### src/rtl/array_list_table_engine_macros.svh
// Assertion macros for the array list table engine RTL.
`ifndef ARRAY_LIST_TABLE_ENGINE_MACROS_SVH
`define ARRAY_LIST_TABLE_ENGINE_MACROS_SVH

// Same-cycle implication, checked on clk outside reset.
`define ALT_ASSERT_IMP(label, ante, cons) \
	label: assert property (@(posedge clk) disable iff (!arst_n) (ante) |-> (cons)) \
		else $error("array list table engine: assertion failed");

// Next-cycle implication, checked on clk outside reset.
`define ALT_ASSERT_NEXT(label, ante, cons) \
	label: assert property (@(posedge clk) disable iff (!arst_n) (ante) |=> (cons)) \
		else $error("array list table engine: assertion failed");

`endif

### src/rtl/alt_pkg.sv
// Package: command and status codes, beat payloads and cell control for the list engine.
`default_nettype none

package alt_pkg;

	localparam int POS_W   = 7;
	localparam int VAL_W   = 32;
	localparam int FOUND_W = 6;
	localparam int FILL_W  = 7;

	localparam logic [1:0] CMD_FIND   = 2'd0;
	localparam logic [1:0] CMD_MODIFY = 2'd1;
	localparam logic [1:0] CMD_APPEND = 2'd2;
	localparam logic [1:0] CMD_REMOVE = 2'd3;

	localparam logic [1:0] STAT_OK        = 2'd0;
	localparam logic [1:0] STAT_NOT_FOUND = 2'd1;
	localparam logic [1:0] STAT_RANGE     = 2'd2;
	localparam logic [1:0] STAT_FULL      = 2'd3;

	typedef struct packed {
		logic [1:0]              command;
		logic [POS_W-1:0]        position;
		logic signed [VAL_W-1:0] item_value;
	} alt_cmd_t;

	typedef struct packed {
		logic [1:0]              status;
		logic [FOUND_W-1:0]      found_position;
		logic signed [VAL_W-1:0] old_value;
		logic signed [VAL_W-1:0] new_value;
		logic [FILL_W-1:0]       fill_count;
	} alt_res_t;

	typedef struct packed {
		logic                    exec;
		logic [1:0]              op;
		logic [POS_W-1:0]        pos;
		logic signed [VAL_W-1:0] value;
	} alt_ctl_t;

endpackage

`default_nettype wire

### src/rtl/alt_cell.sv
// Cell: one list entry with its compare, write and shift-from-neighbor logic.
`default_nettype none

module alt_cell #(
	parameter int INDEX = 0,
	parameter int CW    = 7
) (
	input  logic                              clk,
	input  alt_pkg::alt_ctl_t                 ctl,
	input  logic [CW-1:0]                     count,
	input  logic signed [alt_pkg::VAL_W-1:0]  next_entry,
	output logic signed [alt_pkg::VAL_W-1:0]  entry,
	output logic                              hit,
	output logic signed [alt_pkg::VAL_W-1:0]  pick
);
	import alt_pkg::*;

	localparam int CMPW = (CW > POS_W) ? CW : POS_W;
	localparam logic [CMPW-1:0] IDX_C  = CMPW'(INDEX);
	localparam logic [CMPW-1:0] IDX_N  = CMPW'(INDEX + 1);

	logic signed [VAL_W-1:0] entry_q;
	logic [CMPW-1:0]         cnt_w;
	logic [CMPW-1:0]         pos_w;
	logic                    live;
	logic                    at_pos;
	logic                    tail;

	assign cnt_w  = CMPW'(count);
	assign pos_w  = CMPW'(ctl.pos);
	assign live   = IDX_C < cnt_w;
	assign at_pos = IDX_C == pos_w;
	// shift down from the removed slot up to the cell below the old last entry
	assign tail   = (IDX_C >= pos_w) && (IDX_N < cnt_w);

	always_ff @(posedge clk) begin
		if (ctl.exec) begin
			unique case (ctl.op)
				CMD_MODIFY: begin
					if (live && at_pos) entry_q <= ctl.value;
				end
				CMD_APPEND: begin
					if (IDX_C == cnt_w) entry_q <= ctl.value;
				end
				CMD_REMOVE: begin
					if (tail) entry_q <= next_entry;
				end
				default: begin
				end
			endcase
		end
	end

	assign entry = entry_q;
	assign hit   = live && (entry_q == ctl.value);
	assign pick  = at_pos ? entry_q : '0;

endmodule

`default_nettype wire

### config.mk
export PLATFORM = sky130hd
export DESIGN_NAME = alt_cell
export DESIGN_NICKNAME = d
export VERILOG_FILES = /design/src/rtl/array_list_table_engine_macros.svh /design/src/rtl/alt_pkg.sv /design/src/rtl/alt_cell.sv
export SDC_FILE = /design/constraint.sdc
export NUM_CORES = 1
export LEC_CHECK = 0
export BUFFER_PORTS_ARGS = -buffer_cell sky130_fd_sc_hd__buf_2
export CAP_MARGIN = 15
export CORE_ASPECT_RATIO = 0.8
export CORE_MARGIN = 2
export CORE_UTILIZATION = 41
export CTS_CLUSTER_SIZE = 12
export DETAILED_ROUTE_END_ITERATION = 16
export GPL_TIMING_DRIVEN = 0
export MAX_ROUTING_LAYER = met4
export PLACE_DENSITY_LB_ADDON = 0.25
export SLEW_MARGIN = 10
export SYNTH_ARGS = -nofsm -noshare
export SYNTH_HDL_FRONTEND = slang
export SYNTH_SLANG_ARGS = --single-unit
### constraint.sdc
create_clock -name clk -period 5.4 [get_ports clk]
set_input_delay 1.35 -clock clk [delete_from_list [all_inputs] [get_ports clk]]
set_output_delay 1.35 -clock clk [all_outputs]
set_load 0.02 [all_outputs]
* Word level (Yosys, flattened, before mapping) *
Index checks and enable logic that the tools add are counted.

storage, ports and cells
  bits in registers = 32
  bits of input ports = 82
  logic and storage cells = 23

operators by class
  magnitude comparators = 3
  equality and inequality tests = 7
  muxes and demuxes = 5
  reduce and logical (&&, ||, !) cells = 7

operator list
  kind                  number
  $mux W32              4
  $pmux W32 S3          1
  $eq A32 B32 Y1        1
  $logic_not A7 Y1      2
  $lt A1 B7 Y1 const A  2
  $ge A1 B7 Y1 const A  1
  $ne A2 B2 Y1 const B  3
  $reduce_and A5 Y1     1
  $eq A2 B2 Y1 const B  2
  $logic_and A1 B1 Y1   3
  $reduce_bool A3 Y1    1
  $eq A2 B1 Y1 const B  1

* Logic depth before layout (Yosys ltp) *
Gate-level depths: netlist of the first run.

  word-level depth = 4
  depth in mapped cells = 4

* Worst setup path after synthesis of the first run *
No wires, ideal clock.

  path kind = input to register
  start point = input port ctl[34] in the netlist's numbering
  end point = register entry_q[0], in the netlist entry[0], enable pin
  data arrival time = 4.590 ns
  setup slack = 0.340 ns
  cell stages on the path = 4
  cells stage by stage = or4_4 > nor4_4 > o211ai_1 > a21boi_0

between the ends
  word-level cells in the longest chain between the ends = 4
  elaborated cells between the ends (all ways) = 7
  classes of those cells = order compare (1); eq/ne (2); reduce/logical (4)

RTL lines
  what                                              line                            source
  start: declaration                                alt_cell.sv:9                   input alt_pkg::alt_ctl_t ctl,
  $ge A1 B7 Y1 or $logic_not A7 Y1 (tied branches)  alt_cell.sv:34, alt_cell.sv:32
  $logic_and A1 B1 Y1 (on tied branches)            alt_cell.sv:34, alt_cell.sv:40
  $ne A2 B2 Y1 (no line)                            --
  $reduce_and A5 Y1 (no line) (*)                   --
  end signal: assignment                            alt_cell.sv:40                  if (live && at_pos) entry_q <= ctl.value;
  end signal: assignment                            alt_cell.sv:43                  if (IDX_C == cnt_w) entry_q <= ctl.value;
  end signal: assignment                            alt_cell.sv:46                  if (tail) entry_q <= next_entry;
  end: declaration                                  alt_cell.sv:22                  logic signed [VAL_W-1:0] entry_q;

Mark *: on every way between the ends. The rest lies on a longest branch, timed or not.
A chain may end at the register's enable or synchronous reset.

* Worst setup path in the final report of the first run *
  start point = input port ctl[34] in the netlist's numbering
  end point = output port pick[13] in the netlist's numbering

between the ends
  word-level cells in the longest chain between the ends = 2

RTL lines
  what              line            source
  $logic_not A7 Y1  alt_cell.sv:32  assign at_pos = IDX_C == pos_w;
  $mux W32          alt_cell.sv:56  assign pick = at_pos ? entry_q : '0;
  end: declaration  alt_cell.sv:14  output logic signed [alt_pkg::VAL_W-1:0] pick

No other way between the ends.

==> reports/qor.yml, run 1 <==
power_density_mw_per_mm2: 180
die_w_um: 82.4
cts.sinks: 32
cp_max_fo: 10
hold_buffers: 0
wl_per_cell_um: 14.9
antenna_left: 0
layout_setup_ws_ps: 1070
rows: 22
synth.area.top_cells: "edfxtp_1 48%, mux2_2 18%, xor2_1 14%"
slew_headroom_pct: 54.2
largest_reg_flops: 32
path_cells: "buf_2, or4_4, nor4_4, clkbuf_2, and2_2, buf_2"
fmax_mhz: 231
rsz0062_at_grt: "false"
drtIter0Drc: 50
routed_via_density: 4.76
path_common_cell: "buf_2"
crit_slowest_cell: "or4_4"
dpl_cell_area_mm2: 0.00286
p_total_uw: 528
critPathLaunchType: "primary input"
syn-cell-area_mm2: 0.00202
drc_errors: 0
grtUsageTotal_pct: 20.5
syn_to_final_growth_pct: 45.9
preCtsSetupSlack_ps: 1070
cts_setup_buffers: 0
min_period_ps: 4330
clkTransAtPathRegs_ps: 70
vias: 1765
synth_nets: 238
synth_seq_cells: 32
dieArea_mm2: 0.00550
fin_util_pct: 63.2
die_height_um: 66.7
grt.overflow.total: 0
antenna_found_initial: 0
post_cts_resized: 0
start_util_pct: 43.3
tightest_slew_ps: 686
grt_pass1_wl_um: 7710
io-pin-count: 147
syn-mean-instance-area_um2: 12.9
gp_congestion: 0.850
numCtsBuffers: 5
final_layout_size_suffix_gt1_share_pct: 70.1
firstDrtPassIters: 4
coreArea_mm2: 0.00465
timing_worst_setup_path_type: "primary input to output port"
cp_slowest_stage_delay_ps: 530
post-route-period-util_pct: 80.1
cts_htree_levels: 2
dp_hpwl_um: 4360
holdWs_ps: 1360
required_ps: 4050
clockBufferDepth: 2
startpoint: "ctl[34]"
outcome: "completed"
tns_ps: 0
synth_top_area_cell: "edfxtp_1"
fin_cells: 371
hold_viol_final: 0
portBuffers: 146
ir_drop_v: 0.000128
layout_commonest_cell: "buf_2"
synth_cell_types: 18
final_cell_area_mm2: 0.00294
maxCapViolCount: 0
endpoint_kind: "output port"
setup_viol: 0
yosys_warnings: 0
grt_pass1_vias: 1569
grt_max_degree: 18
hp-start: "next_entry[31]"
synth_cells: 156
yosysSeqAreaShare_pct: 47.7
synth_top_area_share_pct: 47.7
layout_common_cells: "146 x buf_2, 32 x mux2_2, 32 x xor2_1, 32 x edfxtp_1, 28 x and2_2"
wl_um: 5510
fin_nets: 392
slew_violations: 0
placedCellCount: 363
cts_tree: "done"
num_antenna_cells: 0
hold_class: "primary input to flop"
leakagePower_nw: 1.40
cp.arrival_ps: 2980
root_buffer: "clkbuf_8"
==> worst paths after layout <==
check	depth (start not counted)	slack, ps	to
worst max-delay path	6	1070	pick[13]
worst min-delay path	2	1360	entry[31]$_DFFE_PP_
==> cell type report <==
type | instances | area [µm²]
well taps | 60 | 75.1
multi-input cells | 118 | 1040
clock inverters | 1 | 3.75
repair buffers | 147 | 758
plain buffers | 6 | 26.3
flip-flops and latches | 32 | 961
fillers | 412 | 1710
clock buffers | 7 | 76.3
==> power by group <==
part	switching, mW	total, mW	internal (mW)
clock network	0.0835	0.173	0.0896
logic	0.0321	0.0786	0.0465
registers	0.000617	0.277	0.276
==> per-layer routing <==
| metal | track usage, % | wire length (µm) | part of all wire [%] |
|---|---|---|---|
| met1 | 24.8 | 2400 | 44 |
| met2 | 33.1 | 2520 | 46 |
| met3 | 4.74 | 490 | 8.9 |
| met4 | 8.13 | 105 | 1.9 |
| met5 | - | 0 | 0 |
==> synth_stat cells <==
cell and instances:
o211ai_1 1, or4b_1 1, nor3_1 1, and2_2 28, edfxtp_1 32, nor2b_1 1
and2_1 4, nor2_1 2, nand2_1 2, clkbuf_2 3, a21boi_0 1, mux2_2 32
buf_1 3, xor2_1 32, or4_4 1, nor4_4 1, nor4_1 9, nand4_1 2
==> logic make-up (layout without fill, tap and decap cells) <==
| kind of cell | after synthesis | after routing | share of synthesized area, % |
|---|---|---|---|
| DFF | 32 | 32 | 47.7 |
| muxes | 32 | 32 | 17.9 |
| AOI/OAI and AO/OA | 2 | 2 | 0.745 |
| and+or+nand+nor | 52 | 52 | 18.5 |
| buffers and inverters | 6 | 161 | 1.30 |
| xor gates and xnor gates | 32 | 32 | 13.9 |
==> critical path: cells and delay by family <==
| kind | cells | cell delay [ps] |
|---|---|---|
| buffers and inverters | 3 | 590 |
| AND/OR/NAND/NOR | 3 | 1020 |
No activity file was read; power rests on OpenSTA's default activity.
==> run 2: changes to the inputs <==
--- a/config.mk
+++ b/config.mk
@@ -9,7 +9,7 @@
 export CAP_MARGIN = 15
 export CORE_ASPECT_RATIO = 0.8
 export CORE_MARGIN = 2
-export CORE_UTILIZATION = 41
+export CORE_UTILIZATION = 37
 export CTS_CLUSTER_SIZE = 12
 export DETAILED_ROUTE_END_ITERATION = 16
 export GPL_TIMING_DRIVEN = 0
==> constraint.sdc (replaced) <==
create_clock -name clk -period 3.9 [get_ports clk]
set_input_delay 0.975 -clock clk [delete_from_list [all_inputs] [get_ports clk]]
set_output_delay 0.975 -clock clk [all_outputs]
set_load 0.02 [all_outputs]
==> reports/qor.yml, run 2 (synthesis gave the netlist of run 1 again) <==
cp_num_buf_inv: 3  # unchanged
cp_slowest_stage_delay_ps: 530  # about the same
timing_worst_setup_path_type: "primary input to output port"  # unchanged
fin_nets: 392  # unchanged
cts.sinks: 32  # unchanged
antenna_left: 0  # unchanged
firstDrtPassIters: 4  # unchanged
wl_um: 5550  # was 5510 µm
dp_hpwl_um: 4390  # was 4360 µm
routed_via_density: 4.72  # was 4.76
hp-start: "next_entry[16]"  # was next_entry[31]
maxCapViolCount: 0  # unchanged
holdWs_ps: 993  # was 1360 ps
ir_drop_v: 0.000143  # was 0.000128 V
hold_viol_final: 0  # unchanged
coreArea_mm2: 0.00535  # was 0.00465 mm²
fmax_mhz: 281
layout_commonest_cell: "buf_2"  # unchanged
layout_common_cells: "146 x buf_2, 32 x mux2_2, 32 x xor2_1, 32 x edfxtp_1, 28 x and2_2"  # unchanged
power_density_mw_per_mm2: 270  # was 180 mW/mm²
num_antenna_cells: 0  # unchanged
leakagePower_nw: 1.42  # was 1.40 nW
grt_max_degree: 20  # was 18
fin_util_pct: 55.6  # was 63.2%
post_cts_resized: 0  # unchanged
path_cells: "buf_2, or4_4, nor4_4, clkbuf_2, and2_2, buf_2"  # unchanged
preCtsSetupSlack_ps: 334  # was 1070 ps
cts_htree_levels: 2  # unchanged
slew_violations: 0  # unchanged
drc_errors: 0  # unchanged
rows: 24  # was 22
cts_setup_buffers: 0  # unchanged
clockBufferDepth: 2  # unchanged
syn_to_final_growth_pct: 47.5  # was 45.9%
clkTransAtPathRegs_ps: 70  # about the same
p_sw_uw: 166  # was 116 µW
cts_tree: "done"  # unchanged
vias: 1776  # was 1765
post-route-period-util_pct: 91.1
min_period_ps: 3550
grt_pass1_wl_um: 8370  # was 7710 µm
final_layout_size_suffix_gt1_share_pct: 70.7  # was 70.1%
numCtsBuffers: 5  # unchanged
grtUsageTotal_pct: 18.7  # was 20.5%
antenna_found_initial: 0  # unchanged
root_buffer: "clkbuf_8"  # unchanged
critPathLaunchType: "primary input"  # unchanged
portBuffers: 146  # unchanged
start_util_pct: 37.7  # was 43.3%
hold_class: "primary input to flop"  # unchanged
rsz0062_at_grt: "false"  # unchanged
largest_reg_flops: 32  # unchanged
internal_power_uw: 636  # was 412 µW
p_clk_share_pct: 38.7  # was 32.8%
die_height_um: 70.0  # was 66.7 µm
io-pin-count: 147  # unchanged
wl_per_cell_um: 14.8  # was 14.9 µm
endpoint_kind: "output port"  # unchanged
gp_congestion: 0.770  # was 0.850
drtIter0Drc: 54  # was 50
setup_viol: 0  # unchanged
cp_max_fo: 10  # unchanged
grt.overflow.total: 0  # unchanged
slew_headroom_pct: 52.9  # was 54.2%
seq_power_share_pct: 47.8  # was 52.4%
power_frac_comb_pct: 13.6  # was 14.9%
layout_setup_ws_ps: 347  # was 1070 ps
p_total_uw: 802  # was 528 µW
min_path_cells: 2  # unchanged
hold_buffers: 0  # unchanged
tightest_slew_ps: 707  # was 686 ps
crit_slowest_cell: "or4_4"  # unchanged
crit_family: "simple AND/OR/NAND/NOR gates"  # unchanged
p_sw_share_pct: 20.7  # was 22.0%
outcome: "completed"  # unchanged
cp.arrival_ps: 2580  # was 2980 ps
dieArea_mm2: 0.00606  # was 0.00550 mm²
grt_pass1_vias: 1694  # was 1569
whs_endpoint: "entry[16]$_DFFE_PP_"  # was entry[31]$_DFFE_PP_
die_w_um: 86.5  # was 82.4 µm
path_common_cell: "buf_2"  # unchanged
required_ps: 2920  # was 4050 ps
[run 2: layout make-up]
cell class / instances / area (µm²)
sequential: 32 / 961
timing repair buffer: 147 / 758
fill: 472 / 2370
multi-input combinational: 118 / 1040
clock buffer: 6 / 72.6
clock inverter: 2 / 35.0
buffer: 6 / 26.3
tap: 65 / 81.3
[run 2: per-layer routing]
metal / GRT usage (%) / vias up / wire length, µm
li1: - / 870 / -
met1: 25.0 / 823 / 2670
met2: 29.3 / 78 / 2510
met3: 4.14 / 5 / 338
met4: 3.65 / 0 / 40
met5: - / - / 0
[run 2: how the worst max path moves through the flow]
stage / startpoint / endpoint / slack [ps] / depth (start not counted)
5_1_grt: ctl[34] / pick[19] / 250 / 6
6_report: ctl[34] / pick[19] / 350 / 6
3_3_place_gp: ctl[34] / entry[17]$_DFFE_PP_ / -870 / 5
3_5_place_dp: ctl[34] / pick[19] / 330 / 6
4_1_cts: ctl[34] / pick[19] / 330 / 6
2_1_floorplan: ctl[34] / entry[0]$_DFFE_PP_ / 80 / 4
[run 2: power by group through the flow]
| stage | Clock [mW] | Sequential (mW) | Combinational [mW] |
|---|---|---|---|
| 3_5_place_dp | 0 | 0.390 | 0.110 |
| 4_1_cts | 0.318 | 0.383 | 0.110 |
| 5_1_grt | 0.332 | 0.383 | 0.120 |
| 6_report | 0.310 | 0.383 | 0.109 |
| 3_3_place_gp | 0 | 0.390 | 0.107 |
| 2_1_floorplan | 0 | 0.392 | 0.0497 |
[run 2: per-stage QoR]
stage / cells / TNS, ps / cell area [µm²]
4_1_cts: 376 / 0 / 2970
6_report: 376 / 0 / 2970
3_3_place_gp: 367 / -27810 / 2830
3_5_place_dp: 368 / 0 / 2870
2_1_floorplan: 156 / 0 / 2020
5_1_grt: 376 / 0 / 2970
==> run 3: changes to the inputs <==
--- a/config.mk
+++ b/config.mk
@@ -5,11 +5,12 @@
 export SDC_FILE = /design/constraint.sdc
 export NUM_CORES = 1
 export LEC_CHECK = 0
+export ABC_AREA = 1
 export BUFFER_PORTS_ARGS = -buffer_cell sky130_fd_sc_hd__buf_2
 export CAP_MARGIN = 15
 export CORE_ASPECT_RATIO = 0.8
 export CORE_MARGIN = 2
-export CORE_UTILIZATION = 37
+export CORE_UTILIZATION = 38
 export CTS_CLUSTER_SIZE = 12
 export DETAILED_ROUTE_END_ITERATION = 16
 export GPL_TIMING_DRIVEN = 0
==> reports/qor.yml, run 3 <==
outcome: "completed"  # unchanged
synth_top_area_cell: "edfxtp_1"  # unchanged
largest_reg_flops: 32  # unchanged
antenna_found_initial: 0  # unchanged
root_buffer: "clkbuf_8"  # unchanged
clockBufferDepth: 2  # unchanged
fin_nets: 568  # was 392
endpoint_kind: "output port"  # unchanged
fmax_mhz: 343  # was 281 MHz
num_antenna_cells: 0  # unchanged
synthFlopType: "edfxtp_1"  # unchanged
cts_htree_levels: 2  # unchanged
portBuffers: 146  # unchanged
yosys_warnings: 0  # unchanged
die_height_um: 72.2  # was 70.0 µm
dp_hpwl_um: 5200  # was 4390 µm
maxCapViolCount: 0  # unchanged
cp_num_buf_inv: 3  # unchanged
antenna_left: 0  # unchanged
numCtsBuffers: 5  # unchanged
syn_to_final_growth_pct: 42.7  # was 47.5%
cts.sinks: 32  # unchanged
hold_buffers: 0  # unchanged
path_cells: "buf_2, inv_1, nand2_1, nand2_1, nor2_1, nand2_1, nor2_1, nand3_1, nor2_1, buf_2"  # was buf_2, or4_4, nor4_4, clkbuf_2, and2_2, buf_2
synth_top_area_share_pct: 43.5  # was 47.7%
grt_max_degree: 19  # was 20
synth_cell_types: 16  # was 18
wl_per_cell_um: 11.7  # was 14.8 µm
cts_tree: "done"  # unchanged
tightest_slew_ps: 515  # was 707 ps
synthTopCellsByCount: "133 x nand2_1, 60 x inv_1, 54 x nor2_1, 32 x edfxtp_1, 23 x o21ai_0"  # was 32 x edfxtp_1, 32 x mux2_2, 32 x xor2_1, 28 x and2_2, 9 x nor4_1
final_layout_size_suffix_gt1_share_pct: 33.7  # was 70.7%
layout_common_cells: "149 x buf_2, 133 x nand2_1, 60 x inv_1, 53 x nor2_1, 32 x edfxtp_1"  # was 146 x buf_2, 32 x mux2_2, 32 x xor2_1, 32 x edfxtp_1, 28 x and2_2
syn-cell-area_mm2: 0.00221  # was 0.00202 mm²
cp_max_fo: 2  # was 10
slew_violations: 0  # unchanged
synth.area.top_cells: "edfxtp_1 43%, nand2_1 23%, inv_1 10%"  # was edfxtp_1 48%, mux2_2 18%, xor2_1 14%
cp.arrival_ps: 1940  # was 2580 ps
firstDrtPassIters: 5  # was 4
synth_edf_count: 32  # unchanged
vias: 2506  # was 1776
rows: 24  # unchanged
drc_errors: 0  # unchanged
slew_headroom_pct: 65.6  # was 52.9%
routed_via_density: 4.44  # was 4.72
synth_nets: 414  # was 238
holdWs_ps: 957  # was 993 ps
timing_worst_setup_path_type: "primary input to output port"  # unchanged
min_period_ps: 2920  # was 3550 ps
synth_most_common_cell: "nand2_1"
fin_util_pct: 57.1  # was 55.6%
coreArea_mm2: 0.00553  # was 0.00535 mm²
synth_cells: 332  # was 156
layout_commonest_cell: "buf_2"  # unchanged
required_ps: 2920  # about the same
grt_pass1_wl_um: 10400  # was 8370 µm
ir_drop_v: 0.000153  # was 0.000143 V
power_density_mw_per_mm2: 265  # was 270 mW/mm²
wl_um: 6610  # was 5550 µm
clkTransAtPathRegs_ps: 60  # was 70 ps
dieArea_mm2: 0.00644  # was 0.00606 mm²
hold_class: "primary input to flop"  # unchanged
post-route-period-util_pct: 74.8  # was 91.1%
grt_pass1_vias: 2314  # was 1694
critPathLaunchType: "primary input"  # unchanged
die_w_um: 89.3  # was 86.5 µm
hold_viol_final: 0  # unchanged
leakagePower_nw: 1.84  # was 1.42 nW
crit_slowest_cell: "buf_2"  # was or4_4
grtUsageTotal_pct: 21.5  # was 18.7%
crit_family: "simple AND/OR/NAND/NOR gates"  # unchanged
async_flop_share_pct: 0  # unchanged
gp_congestion: 0.856  # was 0.770
fillers: 565  # was 472
rsz0062_at_grt: "false"  # unchanged
drtIter0Drc: 114  # was 54
post_cts_resized: 0  # unchanged
cts_setup_buffers: 0  # unchanged
grt.overflow.total: 0  # unchanged
yosysSeqAreaShare_pct: 43.5  # was 47.7%
syn-mean-instance-area_um2: 6.66  # was 12.9 µm²
io-pin-count: 147  # unchanged
synth_seq_cells: 32  # unchanged
setup_viol: 0  # unchanged
cp_slowest_stage_delay_ps: 170  # was 530 ps
start_util_pct: 40.0  # was 37.7%
[run 3: stage by stage]
stage | cells | setup slack (ps) | area, µm² | total power [mW] | setup TNS, ps
global route | 565 | 855 | 3150 | 0.884 | 0
global placement | 556 | -169 | 3040 | 0.592 | -5370
CTS | 565 | 975 | 3150 | 0.844 | 0
finish | 565 | 985 | 3150 | 0.835 | 0
detailed placement | 557 | 984 | 3070 | 0.599 | 0
floorplan | 332 | 689 | 2210 | 0.515 | 0
[run 3: cells by family after synthesis]
group                     share of synthesized area, %
buffers and inverters                             13.3
xor gates and xnor gates                          3.96
and+or+nand+nor                                   33.5
DFF                                               43.5
AOI/OAI and AO/OA                                 5.78
[run 3: worst paths after layout]
path	start	end	cells past startpoint
setup / recovery	ctl[22]	hit	10
hold / removal	next_entry[24]	entry[24]$_DFFE_PP_	3
[run 3: power by group]
group / switching (mW) / internal [mW]
combinational: 0.104 / 0.0747
sequential: 0.0126 / 0.401
clock: 0.119 / 0.124
total: 0.235 / 0.599
[run 3: cell type report]
cell class	instances	area [µm²]	area share [%]
repair buffers	147	758	24.0
multi-input cells	229	963	30.6
clock buffers	7	76.3	2.42
well taps	78	97.6	3.10
flip-flops and latches	32	961	30.5
clock inverters	1	3.75	0.119
inverters	62	233	7.38
plain buffers	9	60.1	1.90
[run 3: metal layers]
| layer | track usage, % | up-vias | share of wire, % |
|---|---|---|---|
| li1 | - | 1301 | - |
| met5 | - | - | 0 |
| met2 | 35.4 | 106 | 46 |
| met4 | 3.48 | 0 | 0.44 |
| met1 | 28.0 | 1097 | 46 |
| met3 | 4.55 | 2 | 7.4 |
